File: src/hw/rtl/tefc_pkg.sv
// ----------------------------------------------------------------------------
// tefc_pkg: shared types and constants of the transfer-efficiency FOD check
// Field widths, codes, register map, queue item and divider handshake types.
// ----------------------------------------------------------------------------
`default_nettype none

package tefc_pkg;

   // Field widths
   localparam int unsigned ADC_W      = 12;
   localparam int unsigned RXP_W      = 16;
   localparam int unsigned MAXP_W     = 8;
   localparam int unsigned THR_W      = 10;
   localparam int unsigned EFF_W      = 23;
   localparam int unsigned FCNT_W     = 2;
   localparam int unsigned SCALED_W   = 16;
   localparam int unsigned DELTA_W    = 14;
   localparam int unsigned NUM_W      = 23;
   localparam int unsigned DEN_W      = 28;
   localparam int unsigned PROD_W     = SCALED_W + DELTA_W - 1;
   localparam int unsigned DIV_STEPS  = NUM_W;
   localparam int unsigned STEP_W     = $clog2(DIV_STEPS + 1);

   // Arithmetic constants
   localparam logic [RXP_W-1:0]   RX_FLOOR       = 16'd1280;
   localparam logic [DELTA_W-1:0] NO_LOAD_COUNTS = 14'd5;
   localparam logic [3:0]         VOLT_SCALE     = 4'd10;
   localparam logic [6:0]         PERCENT        = 7'd100;

   // Register reset values
   localparam logic [MAXP_W-1:0] PWR_UNITS_RST    = 8'd30;
   localparam logic [ADC_W-1:0]  CUR_OFFSET_RST   = 12'd0;
   localparam logic [THR_W-1:0]  EFF_THRESH_RST   = 10'd65;
   localparam logic [ADC_W-1:0]  OC_LIMIT_RST     = 12'd4000;

   // Parameter defaults
   localparam int unsigned FAIL_LIMIT_DEF  = 3;
   localparam int unsigned QUEUE_DEPTH_DEF = 2;

   typedef enum logic [1:0] {
      REG_PWR_UNITS      = 2'd0,
      REG_CURRENT_OFFSET = 2'd1,
      REG_EFF_THRESHOLD  = 2'd2,
      REG_OC_LIMIT       = 2'd3
   } reg_index_type;

   typedef enum logic {
      ACT_EVAL  = 1'b0,
      ACT_CLEAR = 1'b1
   } action_type;

   typedef enum logic [1:0] {
      CAUSE_OK           = 2'd0,
      CAUSE_OC_TRIP      = 2'd1,
      CAUSE_CONFIRMED    = 2'd2,
      CAUSE_PENDING      = 2'd3
   } cause_type;

   typedef enum logic [3:0] {
      ST_IDLE = 4'b0001,
      ST_DIV1 = 4'b0010,
      ST_MUL  = 4'b0100,
      ST_DIV2 = 4'b1000
   } back_state_type;

   // Classified measurement, as queued between front and back
   typedef struct packed {
      action_type          action;
      logic                oc_trip;
      logic [MAXP_W-1:0]   divisor;
      logic [SCALED_W-1:0] volt_scaled;
      logic [DELTA_W-1:0]  delta;
      logic [NUM_W-1:0]    numerator;
   } item_type;

   typedef struct packed {
      logic [FCNT_W-1:0] failure_count;
      logic [EFF_W-1:0]  efficiency_value;
      cause_type         cause;
      logic              trip;
   } result_type;

   typedef struct packed {
      logic             start;
      logic [NUM_W-1:0] dividend;
      logic [DEN_W-1:0] divisor;
   } div_req_type;

   typedef struct packed {
      logic             busy;
      logic             done;
      logic [NUM_W-1:0] quotient;
   } div_rsp_type;

endpackage

`default_nettype wire

File: src/hw/rtl/tefc_front.sv
// ----------------------------------------------------------------------------
// tefc_front: measurement intake and classification
// Takes request transfers, flags over-current and precomputes the operands
// of the first division and the dividend of the second before handing the item to the queue.
// ----------------------------------------------------------------------------
`default_nettype none

module tefc_front
   import tefc_pkg::*;
(
   input  wire logic                req_tvalid,
   output logic                     req_tready,
   input  wire logic [39:0]         req_tdata,
   input  wire logic                req_tuser,
   input  wire logic [MAXP_W-1:0]   pwr_units,
   input  wire logic [ADC_W-1:0]    current_offset,
   input  wire logic [ADC_W-1:0]    oc_limit,
   input  wire logic                queue_full,
   output logic                     push,
   output item_type                 push_item
);

   logic [ADC_W-1:0] current_counts;
   logic [ADC_W-1:0] voltage_counts;
   logic [RXP_W-1:0] received_power;
   logic [RXP_W-1:0] rx_floored;

   assign current_counts = req_tdata[11:0];
   assign voltage_counts = req_tdata[23:12];
   assign received_power = req_tdata[39:24];

   assign req_tready = ~queue_full;
   assign push       = req_tvalid & ~queue_full;

   assign rx_floored = (received_power < RX_FLOOR) ? RX_FLOOR : received_power;

   always_comb begin
      push_item.action       = action_type'(req_tuser);
      push_item.oc_trip      = current_counts > oc_limit;
      // a zero divisor acts as one
      push_item.divisor      = (pwr_units == '0) ? MAXP_W'(1) : pwr_units;
      push_item.volt_scaled  = SCALED_W'(voltage_counts) * SCALED_W'(VOLT_SCALE);
      push_item.delta        = DELTA_W'(current_counts) - DELTA_W'(current_offset)
                               - NO_LOAD_COUNTS;
      push_item.numerator    = NUM_W'(rx_floored) * NUM_W'(PERCENT);
   end

endmodule

`default_nettype wire

File: src/hw/rtl/tefc_queue.sv
// ----------------------------------------------------------------------------
// tefc_queue: short item queue between front and back
// Register-based FIFO so intake and evaluation stall independently.
// ----------------------------------------------------------------------------
`default_nettype none

module tefc_queue
   import tefc_pkg::*;
#(
   parameter int unsigned DEPTH = QUEUE_DEPTH_DEF
)
(
   input  wire logic clock,
   input  wire logic reset,
   input  wire logic push,
   input  item_type  push_item,
   input  wire logic pop,
   output item_type  head_item,
   output logic      full,
   output logic      empty
);

   localparam int unsigned PTR_W = (DEPTH > 1) ? $clog2(DEPTH) : 1;
   localparam int unsigned CNT_W = $clog2(DEPTH + 1);

   item_type         slot_ff [DEPTH];
   logic [PTR_W-1:0] wr_ptr_ff, wr_ptr_in;
   logic [PTR_W-1:0] rd_ptr_ff, rd_ptr_in;
   logic [CNT_W-1:0] count_ff,  count_in;

   assign full      = count_ff == CNT_W'(DEPTH);
   assign empty     = count_ff == '0;
   assign head_item = slot_ff[rd_ptr_ff];

   function automatic logic [PTR_W-1:0] next_ptr(input logic [PTR_W-1:0] ptr);
      next_ptr = (ptr == PTR_W'(DEPTH - 1)) ? '0 : ptr + PTR_W'(1);
   endfunction

   always_comb begin
      wr_ptr_in = wr_ptr_ff;
      rd_ptr_in = rd_ptr_ff;
      count_in  = count_ff;
      if (push) begin
         wr_ptr_in = next_ptr(wr_ptr_ff);
      end
      if (pop) begin
         rd_ptr_in = next_ptr(rd_ptr_ff);
      end
      if (push && !pop) begin
         count_in = count_ff + CNT_W'(1);
      end else if (pop && !push) begin
         count_in = count_ff - CNT_W'(1);
      end
   end

   always_ff @(posedge clock) begin
      if (reset) begin
         wr_ptr_ff <= '0;
         rd_ptr_ff <= '0;
         count_ff  <= '0;
      end else begin
         wr_ptr_ff <= wr_ptr_in;
         rd_ptr_ff <= rd_ptr_in;
         count_ff  <= count_in;
      end
   end

   always_ff @(posedge clock) begin
      if (push) begin
         slot_ff[wr_ptr_ff] <= push_item;
      end
   end

endmodule

`default_nettype wire

File: src/hw/rtl/tefc_div.sv
// ----------------------------------------------------------------------------
// tefc_div: shared restoring divider
// One quotient bit per cycle, MSB first; done pulses after the last step.
// ----------------------------------------------------------------------------
`default_nettype none

module tefc_div
   import tefc_pkg::*;
(
   input  wire logic  clock,
   input  wire logic  reset,
   input  div_req_type req,
   output div_rsp_type rsp
);

   logic [DEN_W-1:0]  rem_ff, rem_in;
   logic [NUM_W-1:0]  quo_ff, quo_in;
   logic [DEN_W-1:0]  den_ff, den_in;
   logic [STEP_W-1:0] step_ff, step_in;
   logic              busy_ff, busy_in;
   logic              done_ff, done_in;
   logic [DEN_W:0]    shifted;
   logic [DEN_W+1:0]  diff;
   logic              fits;

   assign shifted = {rem_ff, quo_ff[NUM_W-1]};
   assign diff    = {1'b0, shifted} - {2'b00, den_ff};
   assign fits    = ~diff[DEN_W+1];

   always_comb begin
      rem_in  = rem_ff;
      quo_in  = quo_ff;
      den_in  = den_ff;
      step_in = step_ff;
      busy_in = busy_ff;
      done_in = 1'b0;
      if (busy_ff) begin
         // remainder stays below the divisor, so it fits DEN_W bits
         rem_in  = fits ? diff[DEN_W-1:0] : shifted[DEN_W-1:0];
         quo_in  = {quo_ff[NUM_W-2:0], fits};
         step_in = step_ff - STEP_W'(1);
         if (step_ff == STEP_W'(1)) begin
            busy_in = 1'b0;
            done_in = 1'b1;
         end
      end else if (req.start) begin
         rem_in  = '0;
         quo_in  = req.dividend;
         den_in  = req.divisor;
         step_in = STEP_W'(DIV_STEPS);
         busy_in = 1'b1;
      end
   end

   always_ff @(posedge clock) begin
      if (reset) begin
         busy_ff <= 1'b0;
         done_ff <= 1'b0;
         step_ff <= '0;
      end else begin
         busy_ff <= busy_in;
         done_ff <= done_in;
         step_ff <= step_in;
      end
   end

   always_ff @(posedge clock) begin
      rem_ff <= rem_in;
      quo_ff <= quo_in;
      den_ff <= den_in;
   end

   assign rsp.busy     = busy_ff;
   assign rsp.done     = done_ff;
   assign rsp.quotient = quo_ff;

endmodule

`default_nettype wire

File: src/hw/rtl/tefc_back.sv
// ----------------------------------------------------------------------------
// tefc_back: evaluation sequencer
// Runs voltage scaling, transmit power product and efficiency division, then
// updates the failure counter and the result register; a clear zeroes both.
// ----------------------------------------------------------------------------
`default_nettype none

module tefc_back
   import tefc_pkg::*;
#(
   parameter int unsigned FAIL_LIMIT = FAIL_LIMIT_DEF
)
(
   input  wire logic               clock,
   input  wire logic               reset,
   input  wire logic [THR_W-1:0]   eff_limit,
   input  item_type                head_item,
   input  wire logic               queue_empty,
   output logic                    pop,
   output div_req_type             div_req,
   input  div_rsp_type             div_rsp,
   output logic                    rsp_tvalid,
   input  wire logic               rsp_tready,
   output result_type              rsp_result
);

   back_state_type      state_ff, state_in;
   item_type            item_ff, item_in;
   logic [SCALED_W-1:0] scaled_ff, scaled_in;
   logic [FCNT_W-1:0]   fail_cnt_ff, fail_cnt_in;
   logic                rsp_valid_ff, rsp_valid_in;
   result_type          rsp_data_ff, rsp_data_in;

   logic [PROD_W-1:0]   tx_prod;
   logic [DEN_W-1:0]    tx_power;
   logic                delta_le_zero;
   logic [EFF_W-1:0]    eff;
   logic [FCNT_W-1:0]   fail_next;

   assign tx_prod       = PROD_W'(scaled_ff) * PROD_W'(item_ff.delta[DELTA_W-2:0]);
   assign delta_le_zero = item_ff.delta[DELTA_W-1] | (item_ff.delta == '0);
   // clamp the transmit estimate to at least one
   assign tx_power      = (delta_le_zero || scaled_ff == '0) ? DEN_W'(1)
                                                             : tx_prod[DEN_W-1:0];
   assign eff           = (div_rsp.quotient == '0) ? EFF_W'(1) : div_rsp.quotient;
   assign fail_next     = fail_cnt_ff + FCNT_W'(1);

   always_comb begin
      state_in     = state_ff;
      item_in      = item_ff;
      scaled_in    = scaled_ff;
      fail_cnt_in  = fail_cnt_ff;
      rsp_valid_in = rsp_valid_ff & ~rsp_tready;
      rsp_data_in  = rsp_data_ff;
      pop          = 1'b0;
      div_req      = '0;
      case (state_ff)
         ST_IDLE: begin
            if (!queue_empty && !rsp_valid_ff) begin
               pop     = 1'b1;
               item_in = head_item;
               if (head_item.action == ACT_CLEAR) begin
                  fail_cnt_in  = '0;
                  rsp_valid_in = 1'b1;
                  rsp_data_in  = '0;
               end else begin
                  div_req.start    = 1'b1;
                  div_req.dividend = NUM_W'(head_item.volt_scaled);
                  div_req.divisor  = DEN_W'(head_item.divisor);
                  state_in         = ST_DIV1;
               end
            end
         end
         ST_DIV1: begin
            if (div_rsp.done) begin
               scaled_in = div_rsp.quotient[SCALED_W-1:0];
               state_in  = ST_MUL;
            end
         end
         ST_MUL: begin
            div_req.start    = 1'b1;
            div_req.dividend = item_ff.numerator;
            div_req.divisor  = tx_power;
            state_in         = ST_DIV2;
         end
         ST_DIV2: begin
            if (div_rsp.done) begin
               rsp_data_in.efficiency_value = eff;
               rsp_data_in.trip             = 1'b0;
               rsp_data_in.cause            = CAUSE_OK;
               if (item_ff.oc_trip) begin
                  fail_cnt_in       = '0;
                  rsp_data_in.trip  = 1'b1;
                  rsp_data_in.cause = CAUSE_OC_TRIP;
               end else if (eff < EFF_W'(eff_limit)) begin
                  if (fail_next >= FCNT_W'(FAIL_LIMIT)) begin
                     fail_cnt_in       = '0;
                     rsp_data_in.trip  = 1'b1;
                     rsp_data_in.cause = CAUSE_CONFIRMED;
                  end else begin
                     fail_cnt_in       = fail_next;
                     rsp_data_in.cause = CAUSE_PENDING;
                  end
               end else begin
                  fail_cnt_in = '0;
               end
               rsp_data_in.failure_count = fail_cnt_in;
               rsp_valid_in              = 1'b1;
               state_in                  = ST_IDLE;
            end
         end
         default: begin
            state_in = ST_IDLE;
         end
      endcase
   end

   always_ff @(posedge clock) begin
      if (reset) begin
         state_ff     <= ST_IDLE;
         fail_cnt_ff  <= '0;
         rsp_valid_ff <= 1'b0;
      end else begin
         state_ff     <= state_in;
         fail_cnt_ff  <= fail_cnt_in;
         rsp_valid_ff <= rsp_valid_in;
      end
   end

   always_ff @(posedge clock) begin
      item_ff     <= item_in;
      scaled_ff   <= scaled_in;
      rsp_data_ff <= rsp_data_in;
   end

   assign rsp_tvalid = rsp_valid_ff;
   assign rsp_result = rsp_data_ff;

endmodule

`default_nettype wire

File: src/hw/rtl/transfer_efficiency_fod_check.sv
// An evaluation takes two restoring-divider passes of 23 steps each plus
// sequencing after it leaves the queue; a clear action is answered from the
// result register once it leaves the queue. Evaluations run one at a time,
// bounded by the shared divider; the queue keeps taking requests while a
// result waits, until it is full. Reset (synchronous) restores register
// defaults and clears the failure counter, queue and result valid flag.
// ----------------------------------------------------------------------------
// transfer_efficiency_fod_check: wireless charger foreign-object check
// Estimates transmit power, forms transfer efficiency and trips on
// over-current or on repeated low efficiency.
// ----------------------------------------------------------------------------
`default_nettype none

module transfer_efficiency_fod_check
   import tefc_pkg::*;
#(
   parameter int unsigned FAIL_LIMIT  = FAIL_LIMIT_DEF,
   parameter int unsigned QUEUE_DEPTH = QUEUE_DEPTH_DEF
)
(
   input  wire logic        clock,
   input  wire logic        reset,
   input  wire logic        req_tvalid,
   output logic             req_tready,
   // [11:0] current_counts, [23:12] voltage_counts, [39:24] received_power
   input  wire logic [39:0] req_tdata,
   // [0] action
   input  wire logic        req_tuser,
   output logic             rsp_tvalid,
   input  wire logic        rsp_tready,
   // [0] trip, [2:1] cause, [25:3] efficiency_value, [27:26] failure_count
   output logic [31:0]      rsp_tdata,
   input  wire logic        csr_psel,
   input  wire logic        csr_penable,
   input  wire logic        csr_pwrite,
   input  wire logic [3:0]  csr_paddr,
   input  wire logic [31:0] csr_pwdata,
   output logic [31:0]      csr_prdata,
   output logic             csr_pready
);

   logic [MAXP_W-1:0] pwr_units_ff;
   logic [ADC_W-1:0]  cur_offset_ff;
   logic [THR_W-1:0]  eff_thresh_ff;
   logic [ADC_W-1:0]  oc_limit_ff;
   reg_index_type     reg_sel;
   logic              csr_write;

   logic        push;
   item_type    push_item;
   item_type    head_item;
   logic        queue_full;
   logic        queue_empty;
   logic        pop;
   div_req_type div_req;
   div_rsp_type div_rsp;
   result_type  rsp_result;

   assign csr_pready = 1'b1;
   assign reg_sel    = reg_index_type'(csr_paddr[3:2]);
   assign csr_write  = csr_psel & csr_penable & csr_pwrite & csr_pready;

   always_ff @(posedge clock) begin
      if (reset) begin
         pwr_units_ff    <= PWR_UNITS_RST;
         cur_offset_ff   <= CUR_OFFSET_RST;
         eff_thresh_ff   <= EFF_THRESH_RST;
         oc_limit_ff     <= OC_LIMIT_RST;
      end else if (csr_write) begin
         case (reg_sel)
            REG_PWR_UNITS:      pwr_units_ff    <= csr_pwdata[MAXP_W-1:0];
            REG_CURRENT_OFFSET: cur_offset_ff   <= csr_pwdata[ADC_W-1:0];
            REG_EFF_THRESHOLD:  eff_thresh_ff   <= csr_pwdata[THR_W-1:0];
            REG_OC_LIMIT:       oc_limit_ff     <= csr_pwdata[ADC_W-1:0];
            default: begin
            end
         endcase
      end
   end

   always_comb begin
      case (reg_sel)
         REG_PWR_UNITS:      csr_prdata = 32'(pwr_units_ff);
         REG_CURRENT_OFFSET: csr_prdata = 32'(cur_offset_ff);
         REG_EFF_THRESHOLD:  csr_prdata = 32'(eff_thresh_ff);
         REG_OC_LIMIT:       csr_prdata = 32'(oc_limit_ff);
         default:            csr_prdata = '0;
      endcase
   end

   tefc_front u_front (
      .req_tvalid         (req_tvalid),
      .req_tready         (req_tready),
      .req_tdata          (req_tdata),
      .req_tuser          (req_tuser),
      .pwr_units          (pwr_units_ff),
      .current_offset     (cur_offset_ff),
      .oc_limit           (oc_limit_ff),
      .queue_full         (queue_full),
      .push               (push),
      .push_item          (push_item)
   );

   tefc_queue #(
      .DEPTH (QUEUE_DEPTH)
   ) u_queue (
      .clock     (clock),
      .reset     (reset),
      .push      (push),
      .push_item (push_item),
      .pop       (pop),
      .head_item (head_item),
      .full      (queue_full),
      .empty     (queue_empty)
   );

   tefc_div u_div (
      .clock (clock),
      .reset (reset),
      .req   (div_req),
      .rsp   (div_rsp)
   );

   tefc_back #(
      .FAIL_LIMIT (FAIL_LIMIT)
   ) u_back (
      .clock                (clock),
      .reset                (reset),
      .eff_limit            (eff_thresh_ff),
      .head_item            (head_item),
      .queue_empty          (queue_empty),
      .pop                  (pop),
      .div_req              (div_req),
      .div_rsp              (div_rsp),
      .rsp_tvalid           (rsp_tvalid),
      .rsp_tready           (rsp_tready),
      .rsp_result           (rsp_result)
   );

   assign rsp_tdata = 32'(rsp_result);

endmodule

`default_nettype wire

File: config.mk
export PLATFORM = sky130hd
export DESIGN_NAME = transfer_efficiency_fod_check
export DESIGN_NICKNAME = d
export VERILOG_FILES = /design/src/hw/rtl/tefc_pkg.sv /design/src/hw/rtl/tefc_front.sv /design/src/hw/rtl/tefc_queue.sv /design/src/hw/rtl/tefc_div.sv /design/src/hw/rtl/tefc_back.sv /design/src/hw/rtl/transfer_efficiency_fod_check.sv
export SDC_FILE = /design/constraint.sdc
export NUM_CORES = 1
export LEC_CHECK = 0
export CAP_MARGIN = 40
export CORE_AREA = 2 2 226 228
export DETAILED_ROUTE_END_ITERATION = 8
export DIE_AREA = 0 0 228 230
export DONT_BUFFER_PORTS = 1
export SLEW_MARGIN = 20
export SYNTH_ARGS = -nofsm -noshare
export SYNTH_HDL_FRONTEND = slang
export SYNTH_SLANG_ARGS = --single-unit
File: constraint.sdc
create_clock -name clock -period 8.35 [get_ports clock]
set_input_delay 0.835 -clock clock [delete_from_list [all_inputs] [get_ports clock]]
set_output_delay 0.835 -clock clock [all_outputs]
set_load 0.03 [all_outputs]
==> impl_metrics.json <==
{
  "status": "complete, no violations",
  "yosys_warnings": 0,
  "via_per_inst": 5.36,
  "hold_viol": 0,
  "cts-resized-gates": 0,
  "gp_congestion": 0.839,
  "period_minus_slack_ps": 6410,
  "cts_root_buf": "clkbuf_16",
  "row_count": 82,
  "grt_pass1_vias": 16900,
  "io_buffers": 0,
  "slew_violations": 0,
  "maxSlewHeadroom_pct": 47.6,
  "synth_common_cells": "inv_1 (360), edfxtp_1 (279), nand2_1 (249), ha_1 (209), fa_1 (167)",
  "drc": 0,
  "worstSetupPathType": "reg -> reg",
  "hold_class": "in -> reg",
  "post-route-period-util_pct": 76.8,
  "synth_edf_count": 279,
  "antenna_cells": 0,
  "nets": 2795,
  "start_kind": "register",
  "tightest_slew_ps": 785,
  "cts_setup_buffers": 0,
  "max_freq_mhz": 156,
  "clkSinkCount": 340,
  "syn_inst": 2374,
  "clkTransAtPathRegs_ps": 60,
  "start_util_pct": 49.6,
  "grt_pass1_wl_um": 90200,
  "crit_path_end_kind": "register",
  "dp_slack_ps": 1890,
  "drive_above_1_share_pct": 6.90,
  "reg2reg_from": "u_back.scaled_ff[5]",
  "ys_seq_area_share_pct": 38.8,
  "grt-ovfl-total": 0,
  "antenna_found_initial": 0,
  "vias": 16300,
  "maxCapViolCount": 0,
  "ant_nets": 0,
  "cts_tree": "done",
  "synth_top_area_share_pct": 33.9,
  "io_pins": 151,
  "rsz0062_at_grt": "no",
  "area_delta_synth_final_pct": 7.76,
  "setup_violations": 0,
  "cts_buffer_depth": 3,
  "synth_area_leader_cell": "edfxtp_1",
  "wl_um": 55500,
  "cp-startpoint": "u_back.scaled_ff[5]",
  "grt_max_degree": 63,
  "clk_latency_ps": 570,
  "drt_iter0_markers": 877,
  "ys.flop_type": "edfxtp_1",
  "die_h_um": 230,
  "place.detailed.hpwl_um": 41100,
  "crit_required_ps": 8630,
  "r2r_setup_slack_ps": 1940,
  "synth_area_leaders": "edfxtp_1 (34%), fa_1 (14%), ha_1 (11%), inv_1 (5.5%), dfxtp_1 (4.9%)",
  "path_max_fanout": 14,
  "r2r_cells": 18,
  "die_x_um": 228,
  "drt_pass1_iterations": 5,
  "ys_types": 82,
  "critPathCapture": "u_div.den_ff[24]",
  "h-tree-depth": 2,
  "cts-hold-fix-buffers": 0,
  "r2r_end": "u_div.den_ff[24]",
  "netlist_area_um2": 24700,
  "routedWlPerCell_um": 18.3,
  "postSynthAreaPerCell_um2": 10.4,
  "ys_async_sr_fraction_pct": 0,
  "setup_tns_ps": 0,
  "synth_most_common_cell": "inv_1",
  "setup_ws_ps": 1940,
  "cts_buffers": 39,
  "grt_use_total_pct": 21.7,
  "worstPathArrival_ps": 6690,
  "synth_seq_cells": 340,
  "finalClockSkew_ps": 25.7,
  "dieArea_um2": 52400,
  "core-area_um2": 49900
}
==> metal layers <==
layer / vias up / share of wire [%] / track usage, %
met3: 90 / 5.0 / 3.68
met4: 0 / 2.7 / 6.27
met2: 359 / 48 / 37.1
met1: 7983 / 44 / 28.4
li1: 7839 / - / -
met5: - / 0 / 0
==> cell families (layout without fill, tap and decap cells) <==
family | count (synthesis) | after routing | synth area share (%)
AO/OA/AOI/OAI | 346 | 346 | 9.18
adder cells (fa/ha/maj) | 376 | 376 | 24.1
other | 2 | 25 | 0.0304
flip-flops | 340 | 340 | 38.8
AND/OR/NAND/NOR | 653 | 653 | 13.0
buffers and inverters | 487 | 453 | 7.90
multiplexers | 84 | 84 | 3.99
XOR/XNOR | 86 | 86 | 3.04
==> flip-flops by register name, summed over array words and instances, names as in the netlist, 2 cells and up, named ones only <==
register,cells
u_back.rsp_result,28
pwr_units_ff,8
cur_offset_ff,12
u_div.quo_ff,23
eff_thresh_ff,10
u_back.scaled_ff,16
u_queue.count_ff,2
oc_limit_ff,12
u_back.fail_cnt_ff,2
u_back.item_ff,36
u_queue.slot_ff,120
u_div.rem_ff,28
u_back.state_ff,4
u_div.den_ff,28
u_div.step_ff,5
==> critical path, cell delays in order, from the launching register on <==
cell and delay, ps:
edfxtp_1 690, and2_1 290, fa_1 530, inv_1 50
fa_1 530, inv_1 50, fa_1 500, inv_1 50
fa_1 470, fa_1 550, inv_1 50, ha_1 390
a21boi_0 540, o211ai_1 210, a21oi_1 350, o311ai_2 230
a211oi_1 350, o21ai_0 130, nor3b_1 150
==> cell usage in the layout, fill, tap and decap left out, drive strengths merged, types with 11 or more instances in the layout <==
cell type	n
nor3	26
a21oi	114
mux2	37
o21bai	16
edfxtp	279
a21o	34
nor4	16
clkinv	16
nor2b	16
clkbuf	47
inv	362
a211oi	17
ha	209
a211o	11
mux2i	39
buf	22
nand3	25
and2	138
a22o	16
dfxtp	61
o21ai	66
xnor2	54
conb	25
nand2	249
nor2	108
or3	11
nand2b	19
fa	167
xor2	32
==> how the worst min path moves through the flow <==
stage	from	end	slack, ps	cells past startpoint
2_1_floorplan	oc_limit_ff[1]	oc_limit_ff[1]	450	2
3_3_place_gp	oc_limit_ff[1]	oc_limit_ff[1]	450	2
3_5_place_dp	oc_limit_ff[3]	oc_limit_ff[3]	460	2
4_1_cts	reset	u_div.step_ff[4]	300	1
5_1_grt	reset	register	310	1
6_report	reset	u_queue.count_ff[1]	340	1
==> metrics by stage <==
stage | area (µm²) | std cells | util, % | hold WS (ps)
after detailed placement | 25300 | 2961 | 50.8 | 461
final | 26700 | 3035 | 53.5 | 338
after global placement | 25200 | 2955 | 50.6 | 454
after CTS | 26600 | 3030 | 53.3 | 301
after floorplan | 24800 | 2397 | - | 446
after global routing | 26700 | 3035 | 53.5 | 307
==> final cells by class <==
| class | count | area [µm²] |
|---|---|---|
| Fill cell | 4448 | 23200 |
| Multi-Input combinational cell | 1570 | 13300 |
| Sequential cell | 340 | 9600 |
| Inverter | 361 | 1360 |
| Clock buffer | 46 | 1020 |
| Tap cell | 672 | 841 |
| Clock inverter | 23 | 262 |
| Timing Repair Buffer | 23 | 254 |
Power is not shown: default switching activity piles up to over one toggle a cycle in this logic, so the estimate is an artifact.
